`src/hw/rtl/arbl_pkg.sv`:
```
package arbl_pkg;

    localparam int MSG_W   = 17;
    localparam int SRC_W   = 8;
    localparam int DEC_W   = 2;
    localparam int STAMP_W = 48;
    localparam int LIMIT_W = 32;
    localparam int COUNT_W = 7;

    // slave tdata: msg | src | decision | time, padded to whole bytes
    localparam int S_DATA_W = 80;
    // master tdata: msg | src | count
    localparam int M_DATA_W = 32;

    localparam logic [LIMIT_W-1:0] AGE_LIMIT_RESET = 32'd8000;

    localparam logic REQ_OBSERVE = 1'b0;
    localparam logic REQ_PURGE   = 1'b1;

    localparam logic [DEC_W-1:0] DEC_ACCEPT   = 2'd0;
    localparam logic [DEC_W-1:0] DEC_REJ_PRIO = 2'd1;
    localparam logic [DEC_W-1:0] DEC_REJ_RULE = 2'd2;
    localparam logic [DEC_W-1:0] DEC_REJ_OTHR = 2'd3;

    typedef logic [MSG_W-1:0]   t_msg;
    typedef logic [SRC_W-1:0]   t_src;
    typedef logic [DEC_W-1:0]   t_dec;
    typedef logic [STAMP_W-1:0] t_stamp;
    typedef logic [LIMIT_W-1:0] t_limit;
    typedef logic [COUNT_W-1:0] t_count;

    typedef struct packed {
        t_msg   msg;
        t_src   src;
        t_stamp stamp;
    } t_entry;

    typedef enum logic {
        ALU_MATCH = 1'b0,
        ALU_AGE   = 1'b1
    } t_alu_op;

endpackage

```
`src/hw/rtl/arbl_alu.sv`:
```
module arbl_alu (
    input  arbl_pkg::t_alu_op i_op,
    input  arbl_pkg::t_entry  i_entry,
    input  arbl_pkg::t_msg    i_msg,
    input  arbl_pkg::t_src    i_src,
    input  arbl_pkg::t_stamp  i_now,
    input  arbl_pkg::t_limit  i_limit,
    output logic              o_hit
);

    arbl_pkg::t_stamp w_age;

    // modular age, wraps with the timebase
    assign w_age = i_now - i_entry.stamp;

    always_comb begin
        case (i_op)
            arbl_pkg::ALU_MATCH: o_hit = (i_entry.msg == i_msg) && (i_entry.src == i_src);
            arbl_pkg::ALU_AGE:   o_hit = (w_age <= arbl_pkg::t_stamp'(i_limit));
            default:             o_hit = 1'b0;
        endcase
    end

endmodule

```
`config.mk`:
```
export PLATFORM = sky130hd
export DESIGN_NAME = arbl_alu
export DESIGN_NICKNAME = d
export VERILOG_FILES = /design/src/hw/rtl/arbl_pkg.sv /design/src/hw/rtl/arbl_alu.sv
export SDC_FILE = /design/constraint.sdc
export NUM_CORES = 1
export LEC_CHECK = 0
export ABC_AREA = 1
export BUFFER_PORTS_ARGS = -buffer_cell sky130_fd_sc_hd__buf_2
export CORE_ASPECT_RATIO = 0.7
export CORE_MARGIN = 10
export CORE_UTILIZATION = 50
export DETAILED_ROUTE_END_ITERATION = 8
export PLACE_DENSITY = 0.89
export SLEW_MARGIN = 20
export SYNTH_ARGS = -nofsm -noshare
export SYNTH_HDL_FRONTEND = slang
export SYNTH_SLANG_ARGS = --single-unit
```
`constraint.sdc`:
```
create_clock -name vclk -period 4.7
set_clock_uncertainty 0.15 [all_clocks]
set_input_delay 0.47 -clock vclk [all_inputs]
set_output_delay 0.47 -clock vclk [all_outputs]
set_load 0.02 [all_outputs]
```
==> results.json <==
{
  "outcome": "finished clean",
  "rows": 31,
  "synth.top_cell.area_share": 0.260,
  "timing.final.max_slew_violations": 0,
  "wl_per_cell_um": 14.1,
  "power_leakage_nw": 4.22,
  "switching_share": 0.619,
  "ys_seq_area_frac": 0,
  "period_needed_ps": 4440,
  "die_x_um": 143,
  "whs_ps": 1200,
  "path_max_fanout": 4,
  "yosysTopAreaCell": "nand2_1",
  "grt_use_total": 0.238,
  "max_freq_ghz": 0.225,
  "start_util": 0.511,
  "p_sw_w": 0.000512,
  "synth_most_common_cell": "nand2_1",
  "place_congestion": 1.05,
  "n_clock_buffer": 0,
  "slowest_delay_ps": 350,
  "grt_first_pass_wirelength_mm": 30.1,
  "worst_setup_path_start_kind": "primary input",
  "hp-class": "primary input to primary output",
  "die_h_um": 106,
  "port_buffers": 180,
  "combinationalPowerShare": 1.000,
  "crit_top_cell": "nand2_1",
  "totalWireLength_mm": 19.1,
  "first_pass_iters": 5,
  "syn-instance-count": 1038,
  "seq_cells": 0,
  "die_area_um2": 15200,
  "maxCapViolCount": 0,
  "setup_viol": 0,
  "antenna_left": 0,
  "grt_max_degree": 6,
  "power_density_nw_per_um2": 129,
  "via_per_inst": 5.02,
  "irDropWorstVdd_mv": 0.0506,
  "internal_power_w": 0.000315,
  "vias": 6783,
  "cts_setup_buffers": 0,
  "highest_layer": "met3",
  "finalPower_w": 0.000827,
  "avgSynthCellArea_um2": 5.10,
  "dr_wl_met2_mm": 7.84,
  "wl_met1_mm": 8.65,
  "synth_common_cells": "366 x nand2_1, 248 x inv_1, 97 x nor2_1",
  "syn2layout_area_growth_pct": 21.3,
  "hpwlAfterDp_mm": 17.5,
  "slowest_stage": "ha_1",
  "fin_crit_sh": 0.945,
  "end_kind": "primary output",
  "nets": 1479,
  "utilization": 0.620,
  "synth_nets": 1297,
  "worst_ep_arrival_time_ps": 3820,
  "synth_area_leaders": "nand2_1 26%, ha_1 19%, inv_1 18%",
  "fin_setup_tns_ps": 0,
  "critPathKind": "primary input to primary output",
  "path_cells": "buf_2 -> inv_1 -> ha_1 -> a21oi_1 -> nand2_1 -> a21oi_2 -> nand2_1 -> a31oi_2 -> xnor2_1 -> ha_1 -> nand2_1 -> nor2_1 -> nand2_1 -> nor4_4 -> nand2_1 -> nand2_1 -> nand2_1 -> nor2_1 -> nand3_1 -> nor2_1 -> nand2_1 -> nand2_1 -> buf_2",
  "syn-cell-area_um2": 5290,
  "drcViolationCount": 0,
  "yosys_warnings": 0,
  "worst_ep_required_time_ps": 4080,
  "ys_types": 32,
  "diodes": 0,
  "antenna_found_initial": 0,
  "worstMarginPinSlew_ps": 401,
  "ios": 180,
  "power.share.clock": 0,
  "register_area_um2": 0,
  "coreArea_um2": 10400,
  "wl_met3_mm": 2.58,
  "gr-total-overflow": 0,
  "finalHoldViolCount": 0,
  "slew_headroom": 0.730,
  "grt_pass1_vias": 6295,
  "power_frac_seq": 0,
  "drtIter0Drc": 669,
  "drive_gt1_frac": 0.196
}
[logic make-up after synthesis]
family,Yosys count,synth area share
compound gates,88,0.0927
simple gates,564,0.451
xor+xnor,51,0.0844
fa+ha+maj,80,0.191
buf+inv,255,0.181
[placed cells by master (no fill, tap or decap), types with 5 or more instances in the layout]
| cell type | synthesis | routed |
|---|---|---|
| xnor2_1 | 21 | 21 |
| xor2_1 | 30 | 30 |
| buf_2 | 0 | 180 |
| o21bai_1 | 10 | 10 |
| nor2_2 | 14 | 15 |
| ha_1 | 79 | 79 |
| nand3_1 | 33 | 32 |
| nand2_2 | 11 | 12 |
| nand3_2 | 4 | 5 |
| inv_2 | 7 | 7 |
| o21ai_0 | 12 | 12 |
| nor2_1 | 97 | 96 |
| nor3_1 | 5 | 5 |
| nand2_1 | 366 | 365 |
| a21oi_2 | 0 | 5 |
| nand4_1 | 13 | 13 |
| inv_1 | 248 | 248 |
| a21oi_1 | 53 | 48 |
| nand3b_1 | 6 | 6 |
[area by class of cell]
| type | count | area, µm² |
|---|---|---|
| Multi-Input combinational cell | 783 | 4400 |
| Fill cell | 1015 | 3940 |
| Inverter | 255 | 957 |
| Timing Repair Buffer | 180 | 901 |
| Tap cell | 132 | 165 |
[worst max-delay path: cells and delay by family]
kind,cells,cell delay (ps)
AND/OR/NAND/NOR,14,1510
AO/OA/AOI/OAI,3,820
adder cells (fa/ha/maj),2,650
buffers and inverters,3,260
XOR/XNOR,1,110
[power groups by stage]
| stage | combinational (W) | clock [W] | sequential (W) |
|---|---|---|---|
| finish | 0.000827 | 0 | 0 |
| global placement | 0.000769 | 0 | 0 |
| global route | 0.000925 | 0 | 0 |
| CTS | 0.000792 | 0 | 0 |
| floorplan | 0.000541 | 0 | 0 |
| detailed placement | 0.000788 | 0 | 0 |
[per-layer routing]
metal  up-vias  global-route usage
li1       3513                   -
met1      2899               0.350
met5         -                   0
met2       371               0.367
met3         0              0.0436
met4         0             0.00441
[stage by stage]
stage	instance area [µm²]	std cells	worst slack [ps]
2_1_floorplan	5290	1038	922
3_3_place_gp	6360	1350	163
3_5_place_dp	6360	1350	105
4_1_cts	6360	1350	93.7
5_1_grt	6420	1350	-6.94
6_report	6420	1350	258
[what timing repair did]
| item | in CTS | in global routing |
|---|---|---|
| hold buffers | 0 | 0 |
| resized for setup | 0 | 13 |
| endpoints found under the setup margin | 0 | 1 |
[path summary, 6_finish.rpt]
| check | start | endpoint | slack, ps | cells after the start |
|---|---|---|---|---|
| worst min-delay path | i_op | o_hit | 1200 | 5 |
| worst max-delay path | i_entry[30] | o_hit | 260 | 23 |
(Power assumes the default switching activity.)
